`src/design/vds_pkg.sv`:
```
// Package with the shared constants, codes and types of the VAD decision smoother.
`default_nettype none

package vds_pkg;

	localparam int WindowMax = 64;
	localparam int IdxW = $clog2(WindowMax);
	localparam int CntW = $clog2(WindowMax + 1);
	localparam int TimerW = 17;
	localparam logic [TimerW-1:0] TimerMax = {TimerW{1'b1}};

	localparam int CfgIdxW = 3;
	localparam int CfgDataW = 16;
	localparam int InDataW = 8;
	localparam int OutDataW = 16;

	typedef enum logic [2:0] {
		EV_NONE            = 3'd0,
		EV_WENT_ACTIVE     = 3'd1,
		EV_WENT_IDLE       = 3'd2,
		EV_SILENCE_TIMEOUT = 3'd3,
		EV_SPEECH_TIMEOUT  = 3'd4
	} event_t;

	typedef enum logic [CfgIdxW-1:0] {
		REG_ACTIVE_WINDOW     = 3'd0,
		REG_ACTIVE_THRESHOLD  = 3'd1,
		REG_INACTIVE_WINDOW   = 3'd2,
		REG_INACTIVE_THRESHOLD = 3'd3,
		REG_FRAME_LENGTH      = 3'd4,
		REG_SILENCE_TIMEOUT   = 3'd5,
		REG_SPEECH_TIMEOUT    = 3'd6
	} reg_idx_t;

	localparam logic [1:0] DecVoiced = 2'b01;
	localparam logic [1:0] DecUnvoiced = 2'b00;

	typedef struct packed {
		logic            evict;
		logic [CntW-1:0] fill;
		logic [CntW-1:0] cnt;
	} push_t;

endpackage

`default_nettype wire

```
`src/design/vad_decision_smoother_core.sv`:
```
// Top level of the VAD decision smoother: window counting, mode switch and timers.
`default_nettype none

// Takes one raw VAD decision word per accepted input and returns exactly one
// result word for it. A new word can be accepted in every cycle unless the
// output stalls. Acceptance loads the input register, and once the result
// register is free the word passes through the window and timer update into it.
// The input stalls only while both registers hold a word and the result is not
// taken. The rate is set by the update of the window and timer state, which the
// next word reads. Configuration writes are always accepted and must only be
// issued while no word is in flight. Writing a window length restarts that
// window.
module vad_decision_smoother_core (
	input  wire logic                         clk,
	input  wire logic                         arst_n,
	input  wire logic                         s_tvalid,
	output logic                              s_tready,
	input  wire logic [vds_pkg::InDataW-1:0]  s_tdata,  // [1:0] vad_decision
	output logic                              m_tvalid,
	input  wire logic                         m_tready,
	output logic [vds_pkg::OutDataW-1:0]      m_tdata,  // [2:0] event_code,
	                                                    // [9:3] frames_released,
	                                                    // [10] speech_active
	input  wire logic                         cfg_valid,
	output logic                              cfg_ready,
	input  wire logic [vds_pkg::CfgIdxW-1:0]  cfg_index,
	input  wire logic [vds_pkg::CfgDataW-1:0] cfg_data
);

	localparam int CntW = vds_pkg::CntW;
	localparam int IdxW = vds_pkg::IdxW;
	localparam int TimerW = vds_pkg::TimerW;
	localparam int WindowMax = vds_pkg::WindowMax;

	logic [6:0]  act_win_q, act_thr_q, inact_win_q, inact_thr_q;
	logic [7:0]  frame_ms_q;
	logic [15:0] sil_to_q, sp_to_q;

	logic                  active_q;
	logic [WindowMax-1:0]  on_hist_q, off_hist_q;
	logic [CntW-1:0]       on_fill_q, on_cnt_q, off_fill_q, off_cnt_q;
	logic [TimerW-1:0]     sil_ms_q, sp_ms_q;

	logic       vld_s1;
	logic [1:0] dec_s1;

	logic                 out_vld_q;
	vds_pkg::event_t      out_ev_q;
	logic [6:0]           out_rel_q;
	logic                 out_act_q;

	logic                 adv;
	logic                 step;
	logic                 voiced, unvoiced;
	logic [CntW-1:0]      on_w, off_w;
	vds_pkg::push_t       on_p, off_p;
	logic [TimerW-1:0]    sil_sum, sp_sum;
	logic                 sil_hit, sp_hit, go_active, go_idle;
	vds_pkg::event_t      ev_d;
	logic [6:0]           rel_d;
	logic                 cfg_we;

	function automatic logic [CntW-1:0] clamp_window(input logic [6:0] w);
		logic [CntW-1:0] r;
		if (w == 7'd0) begin
			r = CntW'(1);
		end else if ({1'b0, w} > 8'(WindowMax)) begin
			r = CntW'(WindowMax);
		end else begin
			r = CntW'(w);
		end
		return r;
	endfunction

	function automatic vds_pkg::push_t ring_push(input logic [WindowMax-1:0] hist,
			input logic [CntW-1:0] fill, input logic [CntW-1:0] cnt,
			input logic [CntW-1:0] w, input logic mark);
		vds_pkg::push_t r;
		logic [IdxW-1:0] idx;
		logic            dec;
		idx = IdxW'(w - CntW'(1));
		r.evict = (fill >= w);
		dec = r.evict && hist[idx] && (cnt != '0);
		r.fill = fill - CntW'(r.evict) + CntW'(1);
		r.cnt = cnt - CntW'(dec) + CntW'(mark);
		return r;
	endfunction

	function automatic logic [TimerW-1:0] timer_add(input logic [TimerW-1:0] t,
			input logic [7:0] d);
		logic [TimerW:0] s;
		s = {1'b0, t} + (TimerW + 1)'(d);
		return s[TimerW] ? vds_pkg::TimerMax : s[TimerW-1:0];
	endfunction

	assign cfg_ready = 1'b1;
	assign cfg_we = cfg_valid && cfg_ready;

	assign adv = !out_vld_q || m_tready;
	assign s_tready = !vld_s1 || adv;
	assign step = vld_s1 && adv;

	always_comb begin
		voiced = (dec_s1 == vds_pkg::DecVoiced);
		unvoiced = (dec_s1 == vds_pkg::DecUnvoiced);
		on_w = clamp_window(act_win_q);
		off_w = clamp_window(inact_win_q);
		on_p = ring_push(on_hist_q, on_fill_q, on_cnt_q, on_w, voiced);
		off_p = ring_push(off_hist_q, off_fill_q, off_cnt_q, off_w, unvoiced);
		sil_sum = timer_add(sil_ms_q, frame_ms_q);
		sp_sum = timer_add(sp_ms_q, frame_ms_q);
		sil_hit = (sil_to_q != '0) && (sil_sum >= TimerW'(sil_to_q));
		sp_hit = (sp_to_q != '0) && (sp_sum >= TimerW'(sp_to_q));
		go_active = voiced && ({1'b0, on_p.cnt} >= (CntW + 1)'(act_thr_q));
		go_idle = unvoiced && ({1'b0, off_p.cnt} >= (CntW + 1)'(inact_thr_q));
		ev_d = vds_pkg::EV_NONE;
		rel_d = '0;
		if (!active_q) begin
			rel_d = 7'(on_p.evict);
			if (sil_hit) begin
				ev_d = vds_pkg::EV_SILENCE_TIMEOUT;
			end
			if (go_active) begin
				ev_d = vds_pkg::EV_WENT_ACTIVE;
				rel_d = 7'(on_p.evict) + 7'(on_p.fill);
			end
		end else begin
			rel_d = 7'd1;
			if (sp_hit) begin
				ev_d = vds_pkg::EV_SPEECH_TIMEOUT;
			end
			if (go_idle) begin
				ev_d = vds_pkg::EV_WENT_IDLE;
			end
		end
	end

	always_ff @(posedge clk or negedge arst_n) begin
		if (!arst_n) begin
			act_win_q <= 7'd10;
			act_thr_q <= 7'd8;
			inact_win_q <= 7'd25;
			inact_thr_q <= 7'd22;
			frame_ms_q <= 8'd20;
			sil_to_q <= '0;
			sp_to_q <= '0;
		end else if (cfg_we) begin
			case (vds_pkg::reg_idx_t'(cfg_index))
				vds_pkg::REG_ACTIVE_WINDOW: act_win_q <= cfg_data[6:0];
				vds_pkg::REG_ACTIVE_THRESHOLD: act_thr_q <= cfg_data[6:0];
				vds_pkg::REG_INACTIVE_WINDOW: inact_win_q <= cfg_data[6:0];
				vds_pkg::REG_INACTIVE_THRESHOLD: inact_thr_q <= cfg_data[6:0];
				vds_pkg::REG_FRAME_LENGTH: frame_ms_q <= cfg_data[7:0];
				vds_pkg::REG_SILENCE_TIMEOUT: sil_to_q <= cfg_data;
				vds_pkg::REG_SPEECH_TIMEOUT: sp_to_q <= cfg_data;
				default: ;
			endcase
		end
	end

	always_ff @(posedge clk) begin
		if (step && !active_q) begin
			on_hist_q <= {on_hist_q[WindowMax-2:0], voiced};
		end
		if (step && active_q) begin
			off_hist_q <= {off_hist_q[WindowMax-2:0], unvoiced};
		end
	end

	always_ff @(posedge clk or negedge arst_n) begin
		if (!arst_n) begin
			active_q <= 1'b0;
			on_fill_q <= '0;
			on_cnt_q <= '0;
			off_fill_q <= '0;
			off_cnt_q <= '0;
			sil_ms_q <= '0;
			sp_ms_q <= '0;
		end else if (step) begin
			if (!active_q) begin
				if (go_active) begin
					on_fill_q <= '0;
					on_cnt_q <= '0;
					active_q <= 1'b1;
				end else begin
					on_fill_q <= on_p.fill;
					on_cnt_q <= on_p.cnt;
				end
				sil_ms_q <= (sil_hit || (go_active && sil_to_q != '0)) ? '0 : sil_sum;
			end else begin
				if (go_idle) begin
					off_fill_q <= '0;
					off_cnt_q <= '0;
					active_q <= 1'b0;
				end else begin
					off_fill_q <= off_p.fill;
					off_cnt_q <= off_p.cnt;
				end
				sp_ms_q <= (sp_hit || (go_idle && sp_to_q != '0)) ? '0 : sp_sum;
			end
		end else if (cfg_we) begin
			if (vds_pkg::reg_idx_t'(cfg_index) == vds_pkg::REG_ACTIVE_WINDOW) begin
				on_fill_q <= '0;
				on_cnt_q <= '0;
			end
			if (vds_pkg::reg_idx_t'(cfg_index) == vds_pkg::REG_INACTIVE_WINDOW) begin
				off_fill_q <= '0;
				off_cnt_q <= '0;
			end
		end
	end

	always_ff @(posedge clk or negedge arst_n) begin
		if (!arst_n) begin
			vld_s1 <= 1'b0;
			out_vld_q <= 1'b0;
		end else begin
			if (s_tvalid && s_tready) begin
				vld_s1 <= 1'b1;
			end else if (step) begin
				vld_s1 <= 1'b0;
			end
			if (step) begin
				out_vld_q <= 1'b1;
			end else if (m_tready) begin
				out_vld_q <= 1'b0;
			end
		end
	end

	always_ff @(posedge clk) begin
		if (s_tvalid && s_tready) begin
			dec_s1 <= s_tdata[1:0];
		end
		if (step) begin
			out_ev_q <= ev_d;
			out_rel_q <= rel_d;
			out_act_q <= active_q ? !go_idle : go_active;
		end
	end

	assign m_tvalid = out_vld_q;
	assign m_tdata = {5'd0, out_act_q, out_rel_q, out_ev_q};

	a_on_fill_bound: assert property (@(posedge clk) disable iff (!arst_n)
		(on_fill_q <= CntW'(WindowMax)) && (on_cnt_q <= on_fill_q))
		else $error("onset window count or fill out of range");

	a_off_fill_bound: assert property (@(posedge clk) disable iff (!arst_n)
		(off_fill_q <= CntW'(WindowMax)) && (off_cnt_q <= off_fill_q))
		else $error("offset window count or fill out of range");

	a_active_event: assert property (@(posedge clk) disable iff (!arst_n)
		out_vld_q && (out_ev_q == vds_pkg::EV_WENT_ACTIVE) |-> out_act_q)
		else $error("went-active word does not report active mode");

	a_idle_event: assert property (@(posedge clk) disable iff (!arst_n)
		out_vld_q && (out_ev_q == vds_pkg::EV_WENT_IDLE) |-> !out_act_q)
		else $error("went-idle word reports active mode");

	a_step_result: assert property (@(posedge clk) disable iff (!arst_n)
		step |=> out_vld_q && (out_act_q == active_q))
		else $error("processed word lost or mode mismatch");

endmodule

`default_nettype wire

```
`config.mk`:
```
export PLATFORM = sky130hd
export DESIGN_NAME = vad_decision_smoother_core
export DESIGN_NICKNAME = d
export VERILOG_FILES = /design/src/design/vds_pkg.sv /design/src/design/vad_decision_smoother_core.sv
export SDC_FILE = /design/constraint.sdc
export NUM_CORES = 1
export LEC_CHECK = 0
export BUFFER_PORTS_ARGS = -buffer_cell sky130_fd_sc_hd__buf_2
export CORE_MARGIN = 2
export CORE_UTILIZATION = 30
export DETAILED_ROUTE_END_ITERATION = 8
export REMOVE_ABC_BUFFERS = 1
export SETUP_SLACK_MARGIN = 0.2
export SKIP_LAST_GASP = 1
export SYNTH_ARGS = -nofsm -noshare
export SYNTH_HDL_FRONTEND = slang
export SYNTH_SLANG_ARGS = --single-unit
```
`constraint.sdc`:
```
create_clock -name clk -period 10.16 [get_ports clk]
set_input_delay 1.016 -clock clk [delete_from_list [all_inputs] [get_ports clk]]
set_output_delay 1.016 -clock clk [all_outputs]
set_load 0.01 [all_outputs]
```
### Word level (Yosys, flattened, before mapping)

Index checks and enable logic that the tools add are counted.

| storage, ports and cells | value |
|---|---|
| input port bits | 32 |
| register bits | 274 |
| output and inout port bits | 19 |
| word-level logic and storage cells | 146 |

| operators by class | value |
|---|---|
| order comparisons | 10 |
| bitwise operators | 2 |
| add/sub/neg operators | 13 |
| eq/ne operators | 9 |
| mux-type cells | 42 |
| reduce and logical (&&, ||, !) cells | 47 |

Operators with widths:

| operator | count |
|---|---|
| 7-bit two-way mux | 20 |
| 17-bit two-way mux | 4 |
| 17-bit by 8-bit adder with 18-bit output | 2 |
| 17-bit by 16-bit >= comparator with 1-bit output | 2 |
| 16-bit nonzero test | 2 |
| 7-bit >= comparator | 4 |
| 7-bit by 1-bit subtractor with 7-bit output | 4 |
| 2-bit AND reduction | 9 |
| 7-bit by 1-bit adder with 7-bit output | 2 |
| 7-bit by 1-bit adder with 7-bit output, second input constant | 2 |
| 7-bit greater-than comparator, second input constant | 2 |
| 1-bit logical AND | 14 |
| 7-bit zero test | 2 |
| 6-bit by 7-bit < comparator with 1-bit output, second input constant | 2 |
| 7-bit nonzero test | 2 |
| 1-bit binary-select mux with 6-bit select | 2 |
| 3-bit two-way mux | 4 |
| 6-bit by 1-bit subtractor with 6-bit output, second input constant | 2 |
| 1-bit two-way mux | 11 |
| 2-bit nonzero test | 5 |
| 3-bit equality test, second input constant | 3 |
| 1-bit by 7-bit adder with 7-bit output | 1 |
| 3-bit by 2-bit equality test with 1-bit output, second input constant | 2 |
| 3-bit AND reduction | 2 |
| 10 further kinds | 18 |

### Depth between registers and ports, before layout

| depth | value |
|---|---|
| word-level depth | 15 |
| depth in mapped cells | 32 |
| depth with buffers taken out | 29 |

### Worst setup path before layout

Ideal clock, no wire load.

| path | value |
|---|---|
| path kind | flip-flop to flip-flop |
| start | reg inact_win_q[2] |
| end | reg off_fill_q[6] |
| library setup time | 0.079 ns |
| stages on the path, launching flop included | 29 |
| data arrival time | 6.230 ns |
| data required time | 10.081 ns |
| path buffers | 1 |
| slack | 3.850 ns |
| clock period less this slack | 6.310 ns |
| path through | dfrtp_1 > or4_4 > o31ai_4 > buf_6 > ha_1 > nand2b_1 > a21o_1 > a21o_1 > maj3_1 > a21o_1 > a21o_1 > a21oi_1 > and4b_1 > ha_1 > inv_1 > ha_1 > inv_1 > fa_1 > inv_1 > a21oi_1 > nor2_1 > nor2_1 > xnor2_1 > ha_1 > o21ai_0 > a21oi_1 > o31ai_1 > or4b_2 > mux2i_1 |

| on the way | value |
|---|---|
| longest elaborated chain between the ends | 15 |
| elaborated cells on any way between the ends | 19 |
| those cells by class | add/sub: 5; order compare: 3; mux: 7; reduce/logical: 4 |

RTL lines:

| item | RTL line | source |
|---|---|---|
| start: declaration | vad_decision_smoother_core.sv:35 | `logic [6:0] act_win_q, act_thr_q, inact_win_q, inact_thr_q;` |
| start signal: assignment | vad_decision_smoother_core.sv:151 | `vds_pkg::REG_INACTIVE_WINDOW: inact_win_q <= cfg_data[6:0];` |
| 7-bit greater-than comparator | vad_decision_smoother_core.sv:67 | `end else if ({1'b0, w} > 8'(WindowMax)) begin` |
| 7-bit two-way mux | vad_decision_smoother_core.sv:67 |  |
| 7-bit two-way mux * | vad_decision_smoother_core.sv:65 | `if (w == 7'd0) begin` |
| 6-bit by 1-bit subtractor with 6-bit output | vad_decision_smoother_core.sv:81 | `idx = IdxW'(w - CntW'(1));` |
| 1-bit binary-select mux with 6-bit select | vad_decision_smoother_core.sv:83 | `dec = r.evict && hist[idx] && (cnt != '0);` |
| 1-bit two-way mux (not written as such) | vad_decision_smoother_core.sv:83 |  |
| 1-bit logical AND (2 in series) | vad_decision_smoother_core.sv:83 |  |
| 7-bit by 1-bit subtractor with 7-bit output | vad_decision_smoother_core.sv:85 | `r.cnt = cnt - CntW'(dec) + CntW'(mark);` |
| 7-bit by 1-bit adder with 7-bit output | vad_decision_smoother_core.sv:85 |  |
| 7-bit >= comparator | vad_decision_smoother_core.sv:115 | `go_idle = unvoiced && ({1'b0, off_p.cnt} >= (CntW + 1)'(inact_thr_q));` |
| 1-bit logical AND | vad_decision_smoother_core.sv:115 |  |
| 7-bit two-way mux * | vad_decision_smoother_core.sv:191 | `if (go_idle) begin` |
| 7-bit two-way mux * | vad_decision_smoother_core.sv:180 | `if (!active_q) begin` |
| 7-bit two-way mux * | vad_decision_smoother_core.sv:179 | `end else if (step) begin` |
| end signal: assignment | vad_decision_smoother_core.sv:196 | `off_fill_q <= off_p.fill;` |
| end: declaration | vad_decision_smoother_core.sv:41 | `logic [CntW-1:0] on_fill_q, on_cnt_q, off_fill_q, off_cnt_q;` |

Every way passes the cells marked *; elsewhere a longest branch is shown, timed or not. The select of a mux whose other input is x is not followed.
A chain may end at the register's enable or synchronous reset.

### Final worst setup path

| path | value |
|---|---|
| start | reg act_win_q[4] |
| end | reg sil_ms_q[9] |

| on the way | value |
|---|---|
| longest elaborated chain between the ends | 15 |
| elaborated cells on any way between the ends | 17 |
| those cells by class | add/sub: 3; order compare: 3; mux: 5; reduce/logical: 6 |

RTL lines:

| item | RTL line | source |
|---|---|---|
| start: declaration | vad_decision_smoother_core.sv:35 |  |
| start signal: assignment | vad_decision_smoother_core.sv:149 | `vds_pkg::REG_ACTIVE_WINDOW: act_win_q <= cfg_data[6:0];` |
| 7-bit greater-than comparator | vad_decision_smoother_core.sv:67 |  |
| 7-bit two-way mux | vad_decision_smoother_core.sv:67 |  |
| 7-bit two-way mux * | vad_decision_smoother_core.sv:65 |  |
| 6-bit by 1-bit subtractor with 6-bit output | vad_decision_smoother_core.sv:81 |  |
| 1-bit binary-select mux with 6-bit select | vad_decision_smoother_core.sv:83 |  |
| 1-bit two-way mux (not written as such) | vad_decision_smoother_core.sv:83 |  |
| 1-bit logical AND * (2 in series) | vad_decision_smoother_core.sv:83 |  |
| 7-bit by 1-bit subtractor with 7-bit output * | vad_decision_smoother_core.sv:85 |  |
| 7-bit by 1-bit adder with 7-bit output * | vad_decision_smoother_core.sv:85 |  |
| 7-bit >= comparator * | vad_decision_smoother_core.sv:114 | `go_active = voiced && ({1'b0, on_p.cnt} >= (CntW + 1)'(act_thr_q));` |
| 1-bit logical AND * | vad_decision_smoother_core.sv:114 |  |
| 1-bit logical AND * | vad_decision_smoother_core.sv:189 | `sil_ms_q <= (sil_hit \|\| (go_active && sil_to_q != '0)) ? '0 : sil_sum;` |
| 1-bit logical OR * | vad_decision_smoother_core.sv:189 |  |
| 17-bit two-way mux * | vad_decision_smoother_core.sv:189 |  |
| end signal: assignment | vad_decision_smoother_core.sv:189 |  |
| end: declaration | vad_decision_smoother_core.sv:42 | `logic [TimerW-1:0] sil_ms_q, sp_ms_q;` |

Marked as above.

==> metrics <==
number of flops mapped to enable cells by yosys=141; ratio of final minimum period to clock period=0.767; wire length of the first global-routing pass=about 52 mm; Layout area overhead=13.4%; number of antenna violations at the first check in global routing=1; setup TNS=0 ps; Synth warnings=0; number of top-level pins=51; count of endpoints failing setup in the final report=0; combinational share of power=0.435; sink count of the clock tree=274; number of max-cap violations=0; Hold Path Class=flip-flop to flip-flop; number of storage elements in the synthesis netlist=between 200 and 300; height of the chip=226 µm; clock root buffer master=sky130_fd_sc_hd__clkbuf_16; Net count, final=about 1400; detail-routed via count per cell=4.86; Lkg Pwr=6.81 nW; worst setup slack after layout=between 2000 and 2500 ps; switching part of the total power=0.375; sequential group share of total power=0.330; maximum clock path buffer count=3; drt total wl=31.7 mm; Initial DRC Count=622; Clock Power Share=0.236; Largest delay share family, worst path=compound AO/OA/AOI/OAI gates; crit path DAT=slightly above 8000 ps; Post-CTS Hold Buffers=0; total power divided by cell area=295 mW/mm²; routed via count=9606; run status=finished clean; category of the most critical setup path=flip-flop to flip-flop; final estimated routing congestion in global placement=0.787; placement row count=81; vias in the first global route=9635; count of different cell masters after synthesis=82; die outline area=approximately 0.051 mm²; number of instances resized during post-cts repair=0; Final Slew Violations=0; setup skew after layout=21.5 ps; Top cell by count, worst path=sky130_fd_sc_hd__ha_1; Starting Density=0.303; first-pass iteration count of the detailed router=5; commonest non-fill, non-tap cells in the layout=sky130_fd_sc_hd__edfxtp_1, sky130_fd_sc_hd__dfrtp_1, sky130_fd_sc_hd__ha_1; cell count after synthesis=roughly 1200; WP data required=10580 ps; post-synth design cell area=0.0148 mm²; total congestion overflow after global routing=0; endpoint class of the critical path=flip-flop; worst-case setup slack after placement=about 2400 ps; FFs w/ async S/R, synth=0.485; internal cell power=between 3 and 4 mW; total count of hold-check failures in the final report=0; measured slew at the worst slew-check pin=around 1300 ps; final total power=4.97 mW; maximum level of the CTS H-tree=2; average wire per cell in the routed design=16.0 µm; clock tree from TritonCTS=yes; HPWL after detailed placement=21.8 mm; maximum frequency from static timing analysis=128 MHz; hold path cells=0; count of buffers added by post-CTS timing repair for setup=0; net load switching power=1.86 mW; average cell area after synthesis=11.9 µm²; delay contributed by the slowest stage of the critical path=870 ps; fraction of layout cells with a size suffix above 1=0.155; cell type of the slowest stage on the worst timing path=sky130_fd_sc_hd__ha_1; buffer and inverter count on the worst path=4; share of the yosys chip area belonging to registers=0.511; Residual DRC=0; maximum number of pins on one net before global-route repair=91; most common flop cell mapped by yosys=sky130_fd_sc_hd__edfxtp_1; All-Layer GR Usage=0.128; Die Span X=roughly 230 µm; total clock buffers created by CTS=34; number of gates on the worst path with buffers counted=26; number of buffers inserted by port buffering=38; clock insertion delay at the later pin of the skew report=between 500 and 600 ps; fill cell instance count of the final layout=slightly below 5000; startpoint kind of the worst setup timing path=flip-flop; peak ir drop on the vdd network=0.000102 V; biggest fanout along the worst timing path=20; core area=0.0488 mm²; cells on worst reg2reg path=26; slew margin rel.=0.120; most common cell after layout, fill and taps aside=sky130_fd_sc_hd__edfxtp_1; RSZ-0062 raised after global routing=false; time the worst path needs with I/O delays and setup=7790 ps; Finished Core Util=0.344; count of nets left with antenna violations after detail routing=0; CTS clk-pin slew, worst paths=60 ps
[final timing paths]
check	endpoint	from	slack (ps)
max	sil_ms_q[9]$_DFFE_PN0P_	act_win_q[4]$_DFFE_PN0P_	2370
min	off_hist_q[52]$_DFFE_PP_	off_hist_q[51]$_DFFE_PP_	440
max reg2reg	sil_ms_q[9]$_DFFE_PN0P_	act_win_q[4]$_DFFE_PN0P_	2370
min reg2reg	off_hist_q[52]$_DFFE_PP_	off_hist_q[51]$_DFFE_PP_	440
max in group asynchronous	sp_to_q[8]$_DFFE_PN0P_	arst_n	8310
min in group asynchronous	m_tvalid$_DFFE_PN0P_	arst_n	500
[worst register-to-register path, stage by stage (launching register included)]
cell and delay (ps):
sky130_fd_sc_hd__dfrtp_1 440, sky130_fd_sc_hd__nor3_1 320, sky130_fd_sc_hd__a21o_1 650, sky130_fd_sc_hd__inv_2 280, sky130_fd_sc_hd__ha_1 870, sky130_fd_sc_hd__mux2i_1 210
sky130_fd_sc_hd__a221oi_1 310, sky130_fd_sc_hd__o311ai_0 200, sky130_fd_sc_hd__a21oi_1 210, sky130_fd_sc_hd__a211oi_1 110, sky130_fd_sc_hd__a2111oi_2 370, sky130_fd_sc_hd__ha_1 300
sky130_fd_sc_hd__inv_1 60, sky130_fd_sc_hd__ha_1 150, sky130_fd_sc_hd__inv_1 50, sky130_fd_sc_hd__fa_1 390, sky130_fd_sc_hd__inv_1 70, sky130_fd_sc_hd__a21oi_1 70
sky130_fd_sc_hd__nor2_1 150, sky130_fd_sc_hd__nor2_1 70, sky130_fd_sc_hd__xnor2_1 250, sky130_fd_sc_hd__ha_1 280, sky130_fd_sc_hd__o21ai_0 150, sky130_fd_sc_hd__a21oi_1 80
sky130_fd_sc_hd__o31ai_1 860, sky130_fd_sc_hd__a2111oi_4 410, sky130_fd_sc_hd__a311oi_1 390
[power by group through the flow]
stage | Combinational (mW) | Sequential [mW] | Clock, mW
finish | 2.16 | 1.64 | 1.17
global route | 2.48 | 1.67 | 1.25
CTS | 2.17 | 1.64 | 1.21
detailed placement | 2.16 | 1.66 | 0
global placement | 2.10 | 1.65 | 0
floorplan | 1.67 | 1.60 | 0
[state kept, by name (all words and copies together), names as in the netlist, 8 cells and up]
name,count
sp_to_q,16
off_hist_q,64
sil_ms_q,17
frame_ms_q,8
sp_ms_q,17
sil_to_q,16
on_hist_q,64
[through the flow]
step | area, µm² | hold WS (ps) | cells
after floorplan | 14600 | 417 | 1200
after global placement | 15700 | 426 | 1914
after detailed placement | 15700 | 425 | 1914
after CTS | 16800 | 438 | 1975
after global routing | 16800 | 444 | 1975
final | 16800 | 437 | 1976
[Yosys cell counts, drive strengths merged, types with 4 or more instances]
| master | number | area share |
|---|---|---|
| a211oi | 15 | 0.0079 |
| and2 | 11 | 0.0046 |
| nor3 | 16 | 0.0057 |
| a311oi | 21 | 0.014 |
| nor2 | 72 | 0.018 |
| dfstp | 11 | 0.020 |
| mux4 | 19 | 0.031 |
| a21o | 26 | 0.013 |
| mux2i | 32 | 0.022 |
| dfrtp | 122 | 0.21 |
| o21ai | 47 | 0.016 |
| a221oi | 4 | 0.0024 |
| and4b | 4 | 0.0027 |
| inv | 105 | 0.027 |
| clkbuf | 27 | 0.0068 |
| and3 | 6 | 0.0025 |
| o21bai | 8 | 0.0041 |
| and4 | 6 | 0.0035 |
| a31oi | 15 | 0.0068 |
| a22o | 16 | 0.0095 |
| nand3 | 12 | 0.0041 |
| a2111oi | 4 | 0.0053 |
| o21a | 7 | 0.0035 |
| a21oi | 53 | 0.018 |
| ha | 111 | 0.094 |
| edfxtp | 141 | 0.29 |
| xnor2 | 28 | 0.017 |
| nor2b | 12 | 0.0051 |
| nand2 | 92 | 0.023 |
| nand2b | 16 | 0.0068 |
| nor3b | 4 | 0.0020 |
| xor2 | 20 | 0.012 |
| mux2 | 62 | 0.047 |
| or3 | 4 | 0.0017 |
| fa | 4 | 0.0054 |
| nor4 | 8 | 0.0034 |
| nand4 | 9 | 0.0038 |
| a41oi | 5 | 0.0030 |
| buf | 19 | 0.0088 |
[area by class of cell]
type	instances	area, µm²	share of cell area
Sequential cell	274	7580	0.451
Multi-Input combinational cell	821	6650	0.395
Clock buffer	51	986	0.0587
Tap cell	664	831	0.0494
Inverter	105	394	0.0234
Timing Repair Buffer	50	287	0.0170
Clock inverter	10	86.3	0.00514
Antenna cell	1	2.50	0.000149
[logic make-up after synthesis]
kind of cell,Yosys count,synth area share
compound gates,251,0.121
xor+xnor,48,0.0289
fa+ha+maj,117,0.100
buf+inv,151,0.0422
flops,274,0.511
mux,113,0.100
other cells,2,0.000507
simple gates,286,0.0954
[metal layers]
| layer | part of all wire | GRT usage | vias up |
|---|---|---|---|
| li1 | - | - | 4651 |
| met2 | 0.43 | 0.190 | 142 |
| met4 | 0.022 | 0.0424 | 2 |
| met1 | 0.51 | 0.188 | 4760 |
| met5 | 0.00025 | 0 | - |
| met3 | 0.038 | 0.0211 | 51 |
(Power assumes the default switching activity.)
